## src/rtl/ccov_pkg.sv

```systemverilog
// shared types, constants and helpers for the per-cluster covariance block
package ccov_pkg;

    localparam int DIMS        = 4;
    localparam int CLUSTERS    = 8;
    localparam int COORD_WIDTH = 16;

    localparam int CL_W    = (CLUSTERS > 1) ? $clog2(CLUSTERS) : 1;
    localparam int DIM_W   = (DIMS > 1) ? $clog2(DIMS) : 1;
    localparam int D_W     = $clog2(DIMS + 1);
    localparam int STEP_W  = $clog2(DIMS + 1);
    localparam int ADDR_W  = $clog2(CLUSTERS * DIMS) > 0 ? $clog2(CLUSTERS * DIMS) : 1;
    localparam int DIFF_W  = COORD_WIDTH + 1;
    localparam int PROD_W  = 2 * DIFF_W;
    localparam int SUM_W   = 56;
    localparam int CNT_W   = 16;
    localparam int DCNT_W  = $clog2(SUM_W + 1);

    localparam logic [CNT_W-1:0] CNT_MAX = {CNT_W{1'b1}};
    localparam logic signed [SUM_W-1:0] SUM_MAX = {1'b0, {(SUM_W-1){1'b1}}};
    localparam logic signed [SUM_W-1:0] SUM_MIN = {1'b1, {(SUM_W-1){1'b0}}};

    typedef enum logic [1:0] {
        OP_LOAD = 2'd0,
        OP_ACC  = 2'd1,
        OP_READ = 2'd2,
        OP_NONE = 2'd3
    } op_t;

    typedef enum logic [2:0] {
        S_IDLE,
        S_ACC,
        S_RD_ADDR,
        S_RD_DATA,
        S_DIV,
        S_OUT
    } state_t;

    typedef logic signed [COORD_WIDTH-1:0] coord_t;
    typedef logic signed [DIFF_W-1:0]      diff_t;
    typedef logic signed [SUM_W-1:0]       sum_t;

    typedef struct packed {
        logic [1:0]   operation;
        logic [2:0]   cluster;
        logic signed [15:0] coord_0;
        logic signed [15:0] coord_1;
        logic signed [15:0] coord_2;
        logic signed [15:0] coord_3;
    } in_item_t;

    typedef struct packed {
        logic [2:0]          out_cluster;
        logic [1:0]          row;
        logic [1:0]          column;
        logic signed [55:0]  covariance;
        logic                valid_res;
        logic                last;
    } out_item_t;

    // control handed from the sequencer to every lane
    typedef struct packed {
        logic              load_center;
        logic              capture_diff;
        logic              acc_step;
        logic [CL_W-1:0]   cl;
        logic [DIM_W-1:0]  col;
        logic [D_W-1:0]    dims;
        logic              live;
    } lane_ctl_t;

    function automatic coord_t coord_of(in_item_t it, int unsigned idx);
        coord_t c;
        c = '0;
        case (idx)
            0: c = it.coord_0;
            1: c = it.coord_1;
            2: c = it.coord_2;
            3: c = it.coord_3;
            default: c = '0;
        endcase
        return c;
    endfunction

endpackage

```

## src/rtl/ccov_lane.sv

```systemverilog
// one lane: centers and product sums for one triangle row
module ccov_lane
    import ccov_pkg::*;
(
    input  logic             clk,
    input  logic             rst_n,
    input  logic [DIM_W-1:0] lane_idx,
    input  lane_ctl_t        ctl,
    input  coord_t           x,
    input  diff_t            diff_all [DIMS],
    output diff_t            diff,
    output sum_t             rdata
);

    coord_t center_reg [CLUSTERS];
    diff_t  diff_reg;
    logic signed [PROD_W-1:0] prod_reg;
    logic   wen_reg;
    logic   act_reg;
    logic [DIM_W-1:0] wcol_reg;
    sum_t   rdata_reg;
    sum_t   mem [CLUSTERS * DIMS];

    logic [ADDR_W-1:0] raddr;
    logic [ADDR_W-1:0] waddr;
    logic              step_en;
    sum_t              base;
    logic signed [PROD_W-1:0] prod_eff;
    logic signed [SUM_W:0] s_wide;
    sum_t              s_sat;

    assign raddr = ADDR_W'(ctl.cl) * ADDR_W'(DIMS) + ADDR_W'(ctl.col);
    assign waddr = ADDR_W'(ctl.cl) * ADDR_W'(DIMS) + ADDR_W'(wcol_reg);

    // columns from the diagonal up to the active dimension count; the first
    // sample of a cluster also zeroes the inactive columns
    assign step_en = ctl.acc_step && (ctl.col >= lane_idx)
                     && ((D_W'(ctl.col) < ctl.dims) || !ctl.live);

    assign base     = ctl.live ? rdata_reg : '0;
    assign prod_eff = act_reg ? prod_reg : '0;
    assign s_wide   = (SUM_W+1)'(base) + (SUM_W+1)'(prod_eff);

    always_comb
    begin
        if (s_wide[SUM_W] != s_wide[SUM_W-1])
        begin
            s_sat = s_wide[SUM_W] ? SUM_MIN : SUM_MAX;
        end
        else
        begin
            s_sat = s_wide[SUM_W-1:0];
        end
    end

    always_ff @(posedge clk or negedge rst_n)
    begin
        if (!rst_n)
        begin
            for (int i = 0; i < CLUSTERS; i++)
            begin
                center_reg[i] <= '0;
            end
            wen_reg <= 1'b0;
        end
        else
        begin
            if (ctl.load_center)
            begin
                center_reg[ctl.cl] <= x;
            end
            wen_reg <= step_en;
        end
    end

    always_ff @(posedge clk)
    begin
        if (ctl.capture_diff)
        begin
            diff_reg <= DIFF_W'(x) - DIFF_W'(center_reg[ctl.cl]);
        end
        prod_reg  <= diff_reg * diff_all[ctl.col];
        act_reg   <= (D_W'(ctl.col) < ctl.dims);
        wcol_reg  <= ctl.col;
        rdata_reg <= mem[raddr];
        if (wen_reg)
        begin
            mem[waddr] <= s_sat;
        end
    end

    assign diff  = diff_reg;
    assign rdata = rdata_reg;

endmodule

```

## config.mk

```make
export PLATFORM = sky130hd
export DESIGN_NAME = ccov_lane
export DESIGN_NICKNAME = d
export VERILOG_FILES = /design/src/rtl/ccov_pkg.sv /design/src/rtl/ccov_lane.sv
export SDC_FILE = /design/constraint.sdc
export NUM_CORES = 2
export LEC_CHECK = 0
export BUFFER_PORTS_ARGS = -buffer_cell sky130_fd_sc_hd__buf_4
export CAP_MARGIN = 30
export CORE_MARGIN = 2
export CORE_UTILIZATION = 55
export CTS_BUF_LIST = sky130_fd_sc_hd__clkbuf_4 sky130_fd_sc_hd__clkbuf_8 sky130_fd_sc_hd__clkbuf_16
export CTS_CLUSTER_SIZE = 20
export DETAILED_ROUTE_END_ITERATION = 10
export MAX_ROUTING_LAYER = met4
export PLACE_DENSITY = 0.8
export SYNTH_ARGS = -nofsm -noshare
export SYNTH_HDL_FRONTEND = slang
export SYNTH_SLANG_ARGS = --single-unit
```

## constraint.sdc

```tcl
create_clock -name clk -period 5.99 [get_ports clk]
set_clock_uncertainty 0.2 [all_clocks]
set_input_delay 0.599 -clock clk [delete_from_list [all_inputs] [get_ports clk]]
set_output_delay 0.599 -clock clk [all_outputs]
set_load 0.02 [all_outputs]
```

==> results by group <==
Finish
  – Commonest non-fill, non-tap cell in the layout: edfxtp_1
  – Nets: 6307
  – Area Growth Syn to Fin: 16.6%
  – Layout Cells excl Fill: 8099
  – Share of cells above drive strength 1: 0.292
  – Max reg flops: 1792
  – Design Area, Final: 0.106 mm^2
  – # fillers: 10600
  – Utilization after layout: 0.644
  – Most frequent cells in the layout: edfxtp_1 (1809), buf_4 (524), mux4_2 (464)

Timing
  – Slew Viols, Final: 0
  – Slew @ Worst Pin: 1.08 ns
  – Hold WS: 0.0748 ns
  – Period utilization: 1.03
  – RSZ-0062 raised after global routing: true
  – Setup-failing EPs final: 12
  – Period minus WS final: 6.18 ns
  – Slew headroom: 0.278
  – Final worst slack: -0.194 ns
  – Hold Fails Final Rpt: 0
  – Max frequency: 0.162 GHz

Worst setup path
  – CP Data Arrival Time: 6.71 ns
  – CP max-delay cell: fa_1
  – Setup slack, reg-to-reg: -0.18 ns
  – Critical path's largest stage delay: 0.58 ns
  – Critical Path Most Common Cell: fa_1
  – CP Max Fanout: 10
  – WS Path Type: primary input to flop
  – CP Capture Type: flop
  – Worst path required time: 6.51 ns
  – Type of origin of the critical path: primary input

Clock tree
  – H-tree depth: 4
  – Clock Sinks: 2031
  – CTS Buf Count: 186
  – TritonCTS clock tree: yes
  – Max Buffers Root-to-Sink: 3
  – Clk Tree Root Cell: clkbuf_16
  – Clk_lat worst skew: 0.84 ns
  – Clk slew on worst S/H paths: 0.07 ns

Place
  – Hpwl dp: 144000 um
  – Placed Area: 0.0979 mm^2
  – RePlAce Congestion: 0.923
  – Dpl cells: 7659
  – Input/output buffers: 172

Floorplan
  – I/O pins: 173
  – Initial core utilization: 0.552
  – FP Rows: 149
  – Overall die area: 0.168 mm^2
  – Die Wd: 410 um
  – Die span in y: 410 um
  – Placeable Area: 0.164 mm^2

Worst hold path
  – Worst min-delay path class: primary input to flop

Yosys
  – Synthesized net count: 5727
  – Syn. warnings: 0
  – Sequential-to-total area share from yosys stat: 0.655
  – Post-Synthesis Cells: 5169
  – Mean Syn Cell Area: 17.5 um^2
  – Predominant post-synthesis flop cell: edfxtp_1
  – Yosys reg bits: 2031
  – Post-synth ARST share: 0.0635
  – Synth Cell Area: 0.0907 mm^2
  – Post-synth EDFFs: 1809
  – Synth cell types: 67

Route
  – Post-route ant nets: 0
  – Total iterations of the first detailed-routing run: 6
  – Vias/cell: 6.49
  – DRT Wirelength: 254000 um
  – Total number of vias: 52500
  – Mean routed wirelength per cell: 31.4 um
  – Residual DRC count: 0
  – DR iter-0 viols: 7486

GRT
  – Largest net degree at the start of global routing: 97
  – GRT Total Usage: 0.313
  – Antenna violations before repair: 8
  – First-pass GRT wire length: 369000 um
  – Grt total ovfl: 0
  – Vias in the first global route: 54200

Outcome
  – Failing checks: setup timing
  – Status: finished with violations

Run
  – Maxcap violations: 0
cell type report:
class	count	area, um^2	share of cell area
repair buffers	642	5970	0.0565
diodes	7	17.5	0.000166
clock inverters	97	1100	0.0104
multi-input cells	2541	29900	0.283
inverters	347	1300	0.0123
well taps	2189	2740	0.0259
clock buffers	245	5270	0.0498
flip-flops and latches	2031	59400	0.562
Yosys cell counts (17+ instances only):
| cell | n | area share |
|---|---|---|
| clkbuf_1 | 181 | 0.0075 |
| o21ai_1 | 46 | 0.0025 |
| edfxtp_1 | 1809 | 0.60 |
| buf_1 | 52 | 0.0022 |
| nor3_1 | 22 | 0.0012 |
| dfrtp_1 | 129 | 0.036 |
| a21o_1 | 33 | 0.0027 |
| nor2_1 | 120 | 0.0050 |
| xnor2_1 | 64 | 0.0062 |
| inv_1 | 347 | 0.014 |
| dfxtp_1 | 93 | 0.021 |
| mux2_2 | 122 | 0.015 |
| nand3_1 | 17 | 0.00094 |
| fa_1 | 298 | 0.066 |
| xor2_1 | 25 | 0.0024 |
| mux4_2 | 464 | 0.12 |
| a21oi_1 | 86 | 0.0047 |
| o21ai_0 | 65 | 0.0036 |
| and3_1 | 27 | 0.0019 |
| nand4_1 | 78 | 0.0054 |
| ha_1 | 160 | 0.022 |
| a22oi_1 | 269 | 0.022 |
| nand2_1 | 204 | 0.0084 |
| and2_1 | 245 | 0.017 |
routing by layer:
layer  up-vias  GRT usage  wire length [um]
met5         -          -                 0
met4         0      0.136             12700
met3       789     0.0660             30200
met2      3702      0.495            124000
met1     26900      0.397             87400
li1      21200          -                 -
worst max-delay path: cells and delay by family:
kind            cells  cell delay, ns
compound gates      5            0.72
xor+xnor            1            0.11
fa+ha+maj           7            3.25
buf+inv            10            1.20
mux                 1            0.57
simple gates        2            0.25
per-stage QoR:
stage                     worst slack [ns]  TNS (ns)
after floorplan                     -0.985     -8.59
after global placement               -1.08    -18.59
after detailed placement             -1.17    -16.83
after CTS                           -0.136    -0.563
after global routing                -0.402     -4.33
final                               -0.194     -1.50
cells by family (layout without fill, tap and decap cells):
family                     Yosys count  after routing  share of synthesized area
AOI/OAI and AO/OA                  631            631                     0.0481
xor gates and xnor gates            89             89                    0.00860
adders and majority gates          458            458                     0.0879
buffers and inverters              597           1331                     0.0251
DFF                               2031           2031                      0.655
muxes                              588            588                      0.131
other                                0              7                          0
and+or+nand+nor                    775            775                     0.0444
timing repair:
action,4_1_cts,5_1_grt
setup buffers,44,13
endpoints found under the setup margin,12,16
hold buffers,20,0
resized for setup,60,67
hold endpoints to repair,200,0
pin swaps,77,46
cloned,1,2
final timing paths:
path | cells after the start | endpoint | from
worst max-delay path | 26 | prod_reg[29] | ctl[4]
worst max register to register | 22 | prod_reg[32] | diff[6]
worst min-delay path | 3 | center_reg[35] | ctl[11]
worst min register to register | 2 | center_reg[17] | center_reg[17]
max in group asynchronous | 3 | center_reg[29] | rst_n
min in group asynchronous | 2 | center_reg[18] | rst_n
Power is left out: the tool's default activity adds up to more than one toggle a clock period on the data nets, which glitch-free logic cannot reach.
