<file path="src/rtl/ccov_pkg.sv">
// shared types, constants and helpers for the per-cluster covariance block
package ccov_pkg;

    localparam int DIMS        = 4;
    localparam int CLUSTERS    = 8;
    localparam int COORD_WIDTH = 16;

    localparam int CL_W    = (CLUSTERS > 1) ? $clog2(CLUSTERS) : 1;
    localparam int DIM_W   = (DIMS > 1) ? $clog2(DIMS) : 1;
    localparam int D_W     = $clog2(DIMS + 1);
    localparam int STEP_W  = $clog2(DIMS + 1);
    localparam int ADDR_W  = $clog2(CLUSTERS * DIMS) > 0 ? $clog2(CLUSTERS * DIMS) : 1;
    localparam int DIFF_W  = COORD_WIDTH + 1;
    localparam int PROD_W  = 2 * DIFF_W;
    localparam int SUM_W   = 56;
    localparam int CNT_W   = 16;
    localparam int DCNT_W  = $clog2(SUM_W + 1);

    localparam logic [CNT_W-1:0] CNT_MAX = {CNT_W{1'b1}};
    localparam logic signed [SUM_W-1:0] SUM_MAX = {1'b0, {(SUM_W-1){1'b1}}};
    localparam logic signed [SUM_W-1:0] SUM_MIN = {1'b1, {(SUM_W-1){1'b0}}};

    typedef enum logic [1:0] {
        OP_LOAD = 2'd0,
        OP_ACC  = 2'd1,
        OP_READ = 2'd2,
        OP_NONE = 2'd3
    } op_t;

    typedef enum logic [2:0] {
        S_IDLE,
        S_ACC,
        S_RD_ADDR,
        S_RD_DATA,
        S_DIV,
        S_OUT
    } state_t;

    typedef logic signed [COORD_WIDTH-1:0] coord_t;
    typedef logic signed [DIFF_W-1:0]      diff_t;
    typedef logic signed [SUM_W-1:0]       sum_t;

    typedef struct packed {
        logic [1:0]   operation;
        logic [2:0]   cluster;
        logic signed [15:0] coord_0;
        logic signed [15:0] coord_1;
        logic signed [15:0] coord_2;
        logic signed [15:0] coord_3;
    } in_item_t;

    typedef struct packed {
        logic [2:0]          out_cluster;
        logic [1:0]          row;
        logic [1:0]          column;
        logic signed [55:0]  covariance;
        logic                valid_res;
        logic                last;
    } out_item_t;

    // control handed from the sequencer to every lane
    typedef struct packed {
        logic              load_center;
        logic              capture_diff;
        logic              acc_step;
        logic [CL_W-1:0]   cl;
        logic [DIM_W-1:0]  col;
        logic [D_W-1:0]    dims;
        logic              live;
    } lane_ctl_t;

    function automatic coord_t coord_of(in_item_t it, int unsigned idx);
        coord_t c;
        c = '0;
        case (idx)
            0: c = it.coord_0;
            1: c = it.coord_1;
            2: c = it.coord_2;
            3: c = it.coord_3;
            default: c = '0;
        endcase
        return c;
    endfunction

endpackage

</file>
<file path="src/rtl/ccov_div.sv">
// iterative signed-by-unsigned divider, one quotient bit per cycle
module ccov_div
    import ccov_pkg::*;
(
    input  logic             clk,
    input  logic             rst_n,
    input  logic             start,
    input  sum_t             dividend,
    input  logic [CNT_W-1:0] divisor,
    output logic             done,
    output sum_t             quotient
);

    logic [SUM_W-1:0]  mag_reg;
    logic [CNT_W-1:0]  rem_reg;
    logic [CNT_W-1:0]  div_reg;
    logic              neg_reg;
    logic [DCNT_W-1:0] cnt_reg;
    logic              busy_reg;
    logic              done_reg;

    logic [CNT_W:0] shifted;
    logic [CNT_W:0] trial;

    assign shifted = {rem_reg, mag_reg[SUM_W-1]};
    assign trial   = shifted - {1'b0, div_reg};

    always_ff @(posedge clk or negedge rst_n)
    begin
        if (!rst_n)
        begin
            busy_reg <= 1'b0;
            done_reg <= 1'b0;
            cnt_reg  <= '0;
        end
        else
        begin
            done_reg <= 1'b0;
            if (start)
            begin
                busy_reg <= 1'b1;
                cnt_reg  <= DCNT_W'(SUM_W);
            end
            else if (busy_reg)
            begin
                cnt_reg <= cnt_reg - 1'b1;
                if (cnt_reg == DCNT_W'(1))
                begin
                    busy_reg <= 1'b0;
                    done_reg <= 1'b1;
                end
            end
        end
    end

    always_ff @(posedge clk)
    begin
        if (start)
        begin
            neg_reg <= dividend[SUM_W-1];
            mag_reg <= dividend[SUM_W-1] ? SUM_W'(-dividend) : dividend;
            rem_reg <= '0;
            div_reg <= divisor;
        end
        else if (busy_reg)
        begin
            if (!trial[CNT_W])
            begin
                rem_reg <= trial[CNT_W-1:0];
                mag_reg <= {mag_reg[SUM_W-2:0], 1'b1};
            end
            else
            begin
                rem_reg <= shifted[CNT_W-1:0];
                mag_reg <= {mag_reg[SUM_W-2:0], 1'b0};
            end
        end
    end

    assign done     = done_reg;
    assign quotient = neg_reg ? SUM_W'(-mag_reg) : mag_reg;

endmodule

</file>
<file path="config.mk">
export PLATFORM = sky130hd
export DESIGN_NAME = ccov_div
export DESIGN_NICKNAME = d
export VERILOG_FILES = /design/src/rtl/ccov_pkg.sv /design/src/rtl/ccov_div.sv
export SDC_FILE = /design/constraint.sdc
export NUM_CORES = 1
export LEC_CHECK = 0
export BUFFER_PORTS_ARGS = -buffer_cell sky130_fd_sc_hd__buf_4
export CAP_MARGIN = 5
export CORE_UTILIZATION = 35
export CTS_CLUSTER_SIZE = 12
export DETAILED_ROUTE_END_ITERATION = 16
export SLEW_MARGIN = 25
export SYNTH_ARGS = -nofsm -noshare
export SYNTH_HDL_FRONTEND = slang
export SYNTH_SLANG_ARGS = --single-unit
</file>
<file path="constraint.sdc">
create_clock -name clk -period 4.65 [get_ports clk]
set_input_delay 1.395 -clock clk [delete_from_list [all_inputs] [get_ports clk]]
set_output_delay 1.395 -clock clk [all_outputs]
set_load 0.05 [all_outputs]
</file>
==> results of run 1 <==
what timing repair did:
action                                  in CTS  in global routing
buffers inserted                             2                  6
pin swaps                                    1                  6
endpoints found under the setup margin      13                  9
resized for setup                            5                 10
layer usage:
layer  vias up  wire length, um  global-route usage, %  share of wire, %
met2       183             9146                  31.05                47
li1       3170                -                      -                 -
met3        19             1102                  4.437               5.7
met1      2964             8865                  25.19                46
met4         0              197                  3.934               1.0
met5         -                0                      0                 0
worst max-delay path: stages (launching register included):
cell and delay, ns:
sky130_fd_sc_hd__edfxtp_1 0.48, sky130_fd_sc_hd__or4_1 0.57, sky130_fd_sc_hd__nor3_2 0.25, sky130_fd_sc_hd__nand2_1 0.09
sky130_fd_sc_hd__or3_4 0.39, sky130_fd_sc_hd__or3_4 0.37, sky130_fd_sc_hd__o31ai_2 0.21, sky130_fd_sc_hd__xnor2_1 0.19
sky130_fd_sc_hd__buf_4 0.25
synthesized netlist by cell type (all sizes together) (14+ instances only):
library cell / number / area share, %
clkbuf: 34 / 1.8
o21ai: 44 / 3.1
xnor2: 70 / 8.6
nor4: 14 / 1.6
or3: 16 / 1.4
inv: 35 / 1.8
nor3: 16 / 1.3
o31ai: 35 / 4.2
xor2: 55 / 6.8
a21oi: 70 / 4.9
nand2: 82 / 4.4
or4: 17 / 1.9
ha: 20 / 3.5
nor2: 95 / 5.0
dfxtp: 16 / 4.5
edfxtp: 73 / 31
cells by family after synthesis:
| group | after synthesis | synth area share [%] |
|---|---|---|
| buffers and inverters | 73 | 3.943 |
| muxes | 3 | 0.4225 |
| DFF | 97 | 38.16 |
| AOI/OAI and AO/OA | 201 | 18.43 |
| adders and majority gates | 21 | 3.802 |
| and+or+nand+nor | 289 | 19.84 |
| xor gates and xnor gates | 125 | 15.40 |
worst max path at each step:
stage / start / end / slack (ns) / cells past startpoint
6_report: mag_reg[40] / quotient[53] / 0.09 / 8
5_1_grt: mag_reg[15] / quotient[54] / -0.06 / 8
4_1_cts: mag_reg[36] / quotient[53] / 0.003 / 7
3_5_place_dp: mag_reg[15] / quotient[41] / 0.16 / 8
3_3_place_gp: mag_reg[14] / quotient[41] / 0.22 / 8
2_1_floorplan: mag_reg[29] / quotient[53] / 0.45 / 7
cell usage in the layout, fill, tap and decap left out, drive strengths merged, types with 3 or more instances in the layout:
master / synthesis / layout
nand2: 82 / 82
xnor2: 70 / 70
o31ai: 35 / 35
nand2b: 7 / 7
nand4: 7 / 7
edfxtp: 73 / 73
o21ai: 44 / 44
a31oi: 5 / 5
mux2i: 3 / 3
or2: 8 / 8
buf: 4 / 148
dfxtp: 16 / 16
o211ai: 3 / 3
ha: 20 / 20
a21oi: 70 / 70
nor3: 16 / 16
nor2b: 4 / 4
xor2: 55 / 55
nor4: 14 / 14
or3: 16 / 16
a211oi: 3 / 3
or4: 17 / 17
o41ai: 13 / 13
clkinv: 0 / 3
and2: 4 / 4
a21boi: 3 / 3
clkbuf: 34 / 9
inv: 35 / 36
a311oi: 12 / 12
nor2: 95 / 95
dfrtp: 8 / 8
nand3: 12 / 12
stage by stage:
step                utilization [%]  instance area [sq um]  total power [mW]
finish                        44.93                   8830             3.660
global route                  44.93                   8830             3.888
CTS                           44.41                   8728             3.672
detailed placement            42.57                   8367             2.844
global placement              42.57                   8367             2.840
floorplan                         -                   7108             2.377
area by class of cell:
cell class / count / area, sq um
Fill cell: 2036 / 10820
Clock buffer: 9 / 225.2
Multi-Input combinational cell: 639 / 4198
Clock inverter: 6 / 91.34
Timing Repair Buffer: 148 / 1140
Tap cell: 265 / 331.6
Sequential cell: 97 / 2713
Inverter: 35 / 131.4
power groups by stage:
stage          registers (mW)  clock network, mW  logic, mW
2_1_floorplan            1.21                  0       1.17
3_3_place_gp             1.25                  0       1.59
3_5_place_dp             1.25                  0       1.59
4_1_cts                  1.24              0.835       1.60
5_1_grt                  1.26              0.868       1.76
6_report                 1.24              0.815       1.60
==> results_tabular.tex, run 1 <==
\begin{tabular}{lr}
\hline
Metric & Value \\
\hline
\multicolumn{2}{l}{\textbf{Timing}} \\
\quad Slew at the pin with the worst max-slew slack & just under 0.8 ns \\
\quad Final-report max-slew violation count & 0 \\
\quad Peak Freq & 0.2191 GHz \\
\quad Final clock period utilization by the worst path & a little over nine tenths \\
\quad Total count of hold-check failures in the final report & 0 \\
\quad Minimum setup slack in the final design & approximately 0.086 ns \\
\quad Fin crit period & 4.564 ns \\
\quad Worst setup skew after layout & 0.01278 ns \\
\quad Number of failing setup endpoints in the final timing report & 0 \\
\quad Setup TNS after final layout & 0 ns \\
\quad Headroom to the max-slew limit & around half \\
\quad Worst hold slack across all endpoints & between 0.4 and 0.5 ns \\
\multicolumn{2}{l}{\textbf{Synthesis}} \\
\quad Synth unique cells & 60 \\
\quad Number of enable flip-flop cells after synthesis & between 70 and 80 \\
\quad Fraction of the yosys area taken by sequential cells & 38.16\% \\
\quad Nets in the synthesized netlist & 905 \\
\quad Synthesis-stage register bit count & 97 \\
\quad Post-Syn Area & 7108 sq um \\
\quad Total number of yosys warnings & 0 \\
\quad Most used DFF post-synth & sky130\_fd\_sc\_hd\_\_edfxtp\_1 \\
\quad Average size of a mapped cell & around 8.8 sq um \\
\quad Share of flip-flops with an asynchronous set or reset after synthesis & about 8\% \\
\quad Gate count of the mapped netlist & between 800 and 900 \\
\multicolumn{2}{l}{\textbf{Placement}} \\
\quad GPL Wtd Cong & 0.8686 \\
\quad Dpl hpwl & about 14 mm \\
\quad Place WS & 0.1638 ns \\
\quad IO buf count & $\sim$130 \\
\quad Number of cells after detailed placement & approximately 1200 \\
\multicolumn{2}{l}{\textbf{Clocking}} \\
\quad \# H-tree levels & 3 \\
\quad Clock tree from TritonCTS & built \\
\quad Sink count of the clock tree & 97 \\
\quad Count of hold-fix buffers inserted at cts & 0 \\
\quad Clock root buffer & sky130\_fd\_sc\_hd\_\_clkbuf\_16 \\
\quad Number of buffers on the longest clock path & 2 \\
\quad Source-to-sink clock delay at the later pin of the worst-skew pair & between 0.3 and 0.4 ns \\
\quad Clock transition at path regs & around 0.08 ns \\
\quad Total clock buffers created by CTS & 9 \\
\multicolumn{2}{l}{\textbf{Pwr}} \\
\quad P\_int & between 2 and 2.5 mW \\
\quad Switching power share of the total & roughly two fifths \\
\quad Peak supply drop & between 0.1 and 0.15 mV \\
\quad Sequential fraction of design power & approximately 34\% \\
\quad Logic gate share of total power & about 44\% \\
\quad Total power divided by cell area & $\sim$410 nW/um\^{}2 \\
\quad Power share of the clock group & between 20\% and 30\% \\
\quad Leakage power total & 3.379 nW \\
\quad Switching power total & roughly 1.5 mW \\
\multicolumn{2}{l}{\textbf{Route}} \\
\quad Vias post-DR & about 6300 \\
\quad WL final & approximately 19 mm \\
\quad Initial DRC Count & 434 \\
\quad Post-detailed-route DRC marker count & 0 \\
\quad Drt pass-1 iters & 5 \\
\quad Routed via count divided by cell count & between 5 and 6 \\
\quad Count of nets left with antenna violations after detail routing & 0 \\
\quad Routed length per placed instance & between 15 and 20 um \\
\multicolumn{2}{l}{\textbf{Worst setup path}} \\
\quad Flop-to-flop setup slack & $\sim$1.1 ns \\
\quad Critical Path RT & 3.25 ns \\
\quad Type of element launching the critical path & register \\
\quad WP data arrival & 3.17 ns \\
\quad Category of the worst setup path capture point & output pin \\
\quad Critical R2R Launch & mag\_reg[55] \\
\quad Start-to-end type of the worst setup path & reg2out \\
\quad Critical register-to-register path endpoint & rem\_reg[12] \\
\quad Maximum net fanout on the critical path & 5 \\
\quad Number of cells on the worst reg-to-reg path & 11 \\
\multicolumn{2}{l}{\textbf{Global route}} \\
\quad Final global-route overflow total & 0 \\
\quad Antenna violations before repair & 0 \\
\quad Global router's overall resource usage & 18.92\% \\
\quad Vias in the first global route & around 6000 \\
\quad First-pass GRT wire length & roughly 30 mm \\
\quad Pin count of the biggest net entering global routing & approximately 150 \\
\multicolumn{2}{l}{\textbf{Hold path}} \\
\quad Worst min-delay path category & reg2reg \\
\quad Critical hold path startpoint & rem\_reg[3] \\
\quad Hold Path Depth & 2 \\
\quad Worst hold endpoint & rem\_reg[4] \\
\multicolumn{2}{l}{\textbf{Final layout}} \\
\quad Number of antenna diodes & 0 \\
\quad Largest register FFs & 56 \\
\quad Post-layout nets & about 1000 \\
\quad Post-layout instance count excluding filler cells & around 1200 \\
\quad Area growth from synthesis to layout & 24.22\% \\
\quad Fraction of layout cells with a size suffix above 1 & between 20\% and 30\% \\
\multicolumn{2}{l}{\textbf{Job}} \\
\quad Maximum capacitance violations & 0 \\
\multicolumn{2}{l}{\textbf{Floorplan}} \\
\quad Floorplan Core Area & between 15000 and 20000 sq um \\
\quad Die Y-Extent & between 100 and 150 um \\
\quad Initial Utilization & between 30\% and 40\% \\
\quad I/O Pins & between 100 and 150 \\
\quad \# rows & slightly above 50 \\
\quad Die X & roughly 140 um \\
\quad Die Area & 20880 sq um \\
\multicolumn{2}{l}{\textbf{Run status}} \\
\quad Status & finished, final reports clean \\
\hline
\end{tabular}
(Power assumes the default switching activity.)
==> run 2: changes to the inputs <==
Settings changed: CORE_MARGIN set to 3.
==> results_tabular.tex, run 2 (synthesis results as in run 1) <==
\begin{tabular}{lr}
\hline
Metric & Value \\
\hline
\multicolumn{2}{l}{\textbf{Run status}} \\
\quad Status & finished, final reports clean \\
\multicolumn{2}{l}{\textbf{Placement}} \\
\quad Post-detailed-placement cell area & 8349 sq um (-0.21\%) \\
\quad GPL Wtd Cong & 0.8572 (-1.3\%) \\
\quad Dpl hpwl & 14.45 mm (+3.3\%) \\
\quad IO buf count & 131 (unchanged) \\
\multicolumn{2}{l}{\textbf{Worst setup path}} \\
\quad CP max-delay cell & sky130\_fd\_sc\_hd\_\_or4\_1 \\
\quad Category of the worst setup path capture point & output pin \\
\quad Critical R2R Launch & mag\_reg[55] \\
\quad Critical register-to-register path endpoint & rem\_reg[5] \\
\quad Crit. path cell count & 8 (unchanged) \\
\quad Maximum net fanout on the critical path & 5 (unchanged) \\
\quad Gate family responsible for the most delay along the worst path & simple AND/OR/NAND/NOR gates \\
\quad Type of element launching the critical path & register \\
\quad Critical Path RT & 3.25 ns (about the same) \\
\quad Critical Path, Cell by Cell & or4\_1 -> nor3\_4 -> nand4\_1 -> nor3\_1 -> nand3\_1 -> o31ai\_2 -> xnor2\_1 -> buf\_4 \\
\quad CP bufs+invs & 1 (unchanged) \\
\quad Worst stage delay on the critical path & 0.61 ns (+0.04 ns) \\
\quad Start-to-end type of the worst setup path & reg2out \\
\quad Number of cells on the worst reg-to-reg path & 11 (unchanged) \\
\quad WP data arrival & 3.13 ns (-0.04 ns) \\
\quad Flop-to-flop setup slack & 1.03 ns (-0.04 ns) \\
\multicolumn{2}{l}{\textbf{Pwr}} \\
\quad Peak supply drop & 0.1839 mV (+23\%) \\
\quad P\_int & 2.046 mW (-5.1\%) \\
\quad Power share of the clock group & 19.9\% (-2.4 points) \\
\quad Logic gate share of total power & 45.2\% (+1.4 points) \\
\quad Total power divided by cell area & 406.7 nW/um\^{}2 (-1.9\%) \\
\quad Switching power total & 1.500 mW (-0.19\%) \\
\quad Sequential fraction of design power & 35.0\% (+1.1 points) \\
\quad Leakage power total & 3.320 nW (-1.8\%) \\
\quad Switching power share of the total & 42.31\% (+1.2 points) \\
\quad Overall Power & 3.546 mW (-3.1\%) \\
\multicolumn{2}{l}{\textbf{Job}} \\
\quad Maximum capacitance violations & 0 (unchanged) \\
\multicolumn{2}{l}{\textbf{Route}} \\
\quad Vias post-DR & 6252 (-1.3\%) \\
\quad WL final & 18.96 mm (-1.8\%) \\
\quad Routed length per placed instance & 15.87 um (-1.5\%) \\
\quad Routed via count divided by cell count & 5.232 (-1.0\%) \\
\quad Post-detailed-route DRC marker count & 0 (unchanged) \\
\quad Initial DRC Count & 328 (-24\%) \\
\quad Drt pass-1 iters & 5 (unchanged) \\
\quad Count of nets left with antenna violations after detail routing & 0 (unchanged) \\
\multicolumn{2}{l}{\textbf{Hold path}} \\
\quad Worst hold endpoint & rem\_reg[4] \\
\quad Hold Path Depth & 2 (unchanged) \\
\quad Worst min-delay path category & reg2reg \\
\quad Critical hold path startpoint & rem\_reg[3] \\
\multicolumn{2}{l}{\textbf{Timing}} \\
\quad Final clock period utilization by the worst path & 97.29\% (-0.85 points) \\
\quad Setup TNS after final layout & 0 ns (unchanged) \\
\quad Slew at the pin with the worst max-slew slack & 0.8093 ns (+0.03513 ns) \\
\quad Worst setup skew after layout & 0.008847 ns (-0.003932 ns) \\
\quad Peak Freq & 0.2210 GHz (+0.88\%) \\
\quad Headroom to the max-slew limit & 46.05\% (-2.0 points) \\
\quad Number of failing setup endpoints in the final timing report & 0 (unchanged) \\
\quad Fin crit period & 4.524 ns (-0.03960 ns) \\
\quad Final-report max-slew violation count & 0 (unchanged) \\
\quad Total count of hold-check failures in the final report & 0 (unchanged) \\
\quad Unrepaired setup endpoints after global routing & no \\
\multicolumn{2}{l}{\textbf{Clocking}} \\
\quad Clock tree from TritonCTS & built \\
\quad Number of buffers on the longest clock path & 2 (unchanged) \\
\quad Total clock buffers created by CTS & 9 (unchanged) \\
\quad Sink count of the clock tree & 97 (unchanged) \\
\quad Count of hold-fix buffers inserted at cts & 0 (unchanged) \\
\quad Clock root buffer & sky130\_fd\_sc\_hd\_\_clkbuf\_16 \\
\quad \# H-tree levels & 3 (unchanged) \\
\quad Source-to-sink clock delay at the later pin of the worst-skew pair & 0.35 ns (about the same) \\
\quad Clock transition at path regs & 0.07 ns (about the same) \\
\multicolumn{2}{l}{\textbf{Final layout}} \\
\quad Most common cell after layout, fill and taps aside & sky130\_fd\_sc\_hd\_\_buf\_4 \\
\quad Fraction of layout cells with a size suffix above 1 & 20.43\% (-0.55 points) \\
\quad Largest register FFs & 56 (unchanged) \\
\quad Area growth from synthesis to layout & 22.67\% \\
\quad Final std cell area, no fill & 8720 sq um (-1.2\%) \\
\quad Number of antenna diodes & 0 (unchanged) \\
\quad Commonest cells after routing, fill and taps aside & sky130\_fd\_sc\_hd\_\_buf\_4, sky130\_fd\_sc\_hd\_\_nor2\_1, sky130\_fd\_sc\_hd\_\_nand2\_1 \\
\quad Post-layout nets & 1021 (-0.49\%) \\
\quad Filler cells & 1968 (-3.3\%) \\
\multicolumn{2}{l}{\textbf{Global route}} \\
\quad Pin count of the biggest net entering global routing & 77 (-48\%) \\
\quad Antenna violations before repair & 1 (+1) \\
\quad Final global-route overflow total & 0 (unchanged) \\
\quad First-pass GRT wire length & 29.84 mm (-1.9\%) \\
\quad Global router's overall resource usage & 16.82\% (-2.1 points) \\
\quad Vias in the first global route & 5833 (-2.4\%) \\
\multicolumn{2}{l}{\textbf{Floorplan}} \\
\quad Die X & 148.5 um (+2.8\%) \\
\quad I/O Pins & 132 (unchanged) \\
\quad \# rows & 51 (unchanged) \\
\quad Die Area & 22060 sq um (+5.6\%) \\
\quad Die Y-Extent & 148.5 um (+2.8\%) \\
\quad Initial Utilization & 36.05\% (-0.12 points) \\
\quad Floorplan Core Area & 19720 sq um (+0.33\%) \\
\hline
\end{tabular}
[run 2: cell types whose count changed in the layout (fill, tap and decap cells not counted), moves of 2 or more]
cell / change
sky130_fd_sc_hd__buf_4: -3
sky130_fd_sc_hd__clkinvlp_4: +2
sky130_fd_sc_hd__bufinv_16: -2
sky130_fd_sc_hd__clkbuf_1: +2
sky130_fd_sc_hd__buf_12: -2
[run 2: how the worst max path moves through the flow]
stage                            from  slack (ns)            to
final                     mag_reg[14]        0.13  quotient[54]
after global routing       mag_reg[8]       0.009  quotient[54]
after CTS                 mag_reg[14]        0.03  quotient[41]
after detailed placement  mag_reg[14]        0.16  quotient[41]
after global placement    mag_reg[14]        0.21  quotient[41]
after floorplan           mag_reg[29]        0.45  quotient[53]
[run 2: tightest hold or removal path: cells and delay by family (launching register included)]
family	cells	cell delay, ns
compound gates	1	0.07
flops	1	0.33
simple gates	1	0.06
[run 2: final cells by class]
class                           instances  area [sq um]  area share (%)
Clock inverter                          5         41.29          0.4735
Clock buffer                           11         232.7           2.669
Tap cell                              265         331.6           3.803
Inverter                               35         131.4           1.507
Multi-Input combinational cell        639          4193           48.08
Timing Repair Buffer                  143          1077           12.35
Sequential cell                        97          2713           31.11
[run 2: metal layers]
| metal | share of wire, % | up-vias | GRT usage [%] |
|---|---|---|---|
| met1 | 46 | 2914 | 22.82 |
| met5 | 0.090 | - | 0 |
| met4 | 1.3 | 2 | 4.065 |
| met3 | 5.1 | 20 | 3.352 |
| li1 | - | 3153 | - |
| met2 | 48 | 163 | 27.73 |
[run 2: power by group through the flow]
stage	Combinational, mW	Sequential [mW]	Clock, mW
6_report	1.60	1.24	0.705
5_1_grt	1.74	1.26	0.757
4_1_cts	1.60	1.24	0.720
3_5_place_dp	1.59	1.25	0
3_3_place_gp	1.59	1.25	0
2_1_floorplan	1.17	1.21	0
[run 2: metrics by stage]
step	cells	hold WS [ns]	util [%]	worst slack, ns
2_1_floorplan	809	0.4675	-	0.4476
3_3_place_gp	1177	0.4854	42.34	0.2128
3_5_place_dp	1177	0.4904	42.34	0.1610
4_1_cts	1194	0.4998	43.88	0.02850
5_1_grt	1195	0.5198	44.22	0.008701
6_report	1195	0.5015	44.22	0.1259
[run 2: repair_timing]
action,CTS,global route
buffers inserted,1,1
gates resized for setup,4,10
endpoints found under the setup margin,13,7
endpoints found under the hold margin,0,0
cloned,0,0
pin swaps,1,1
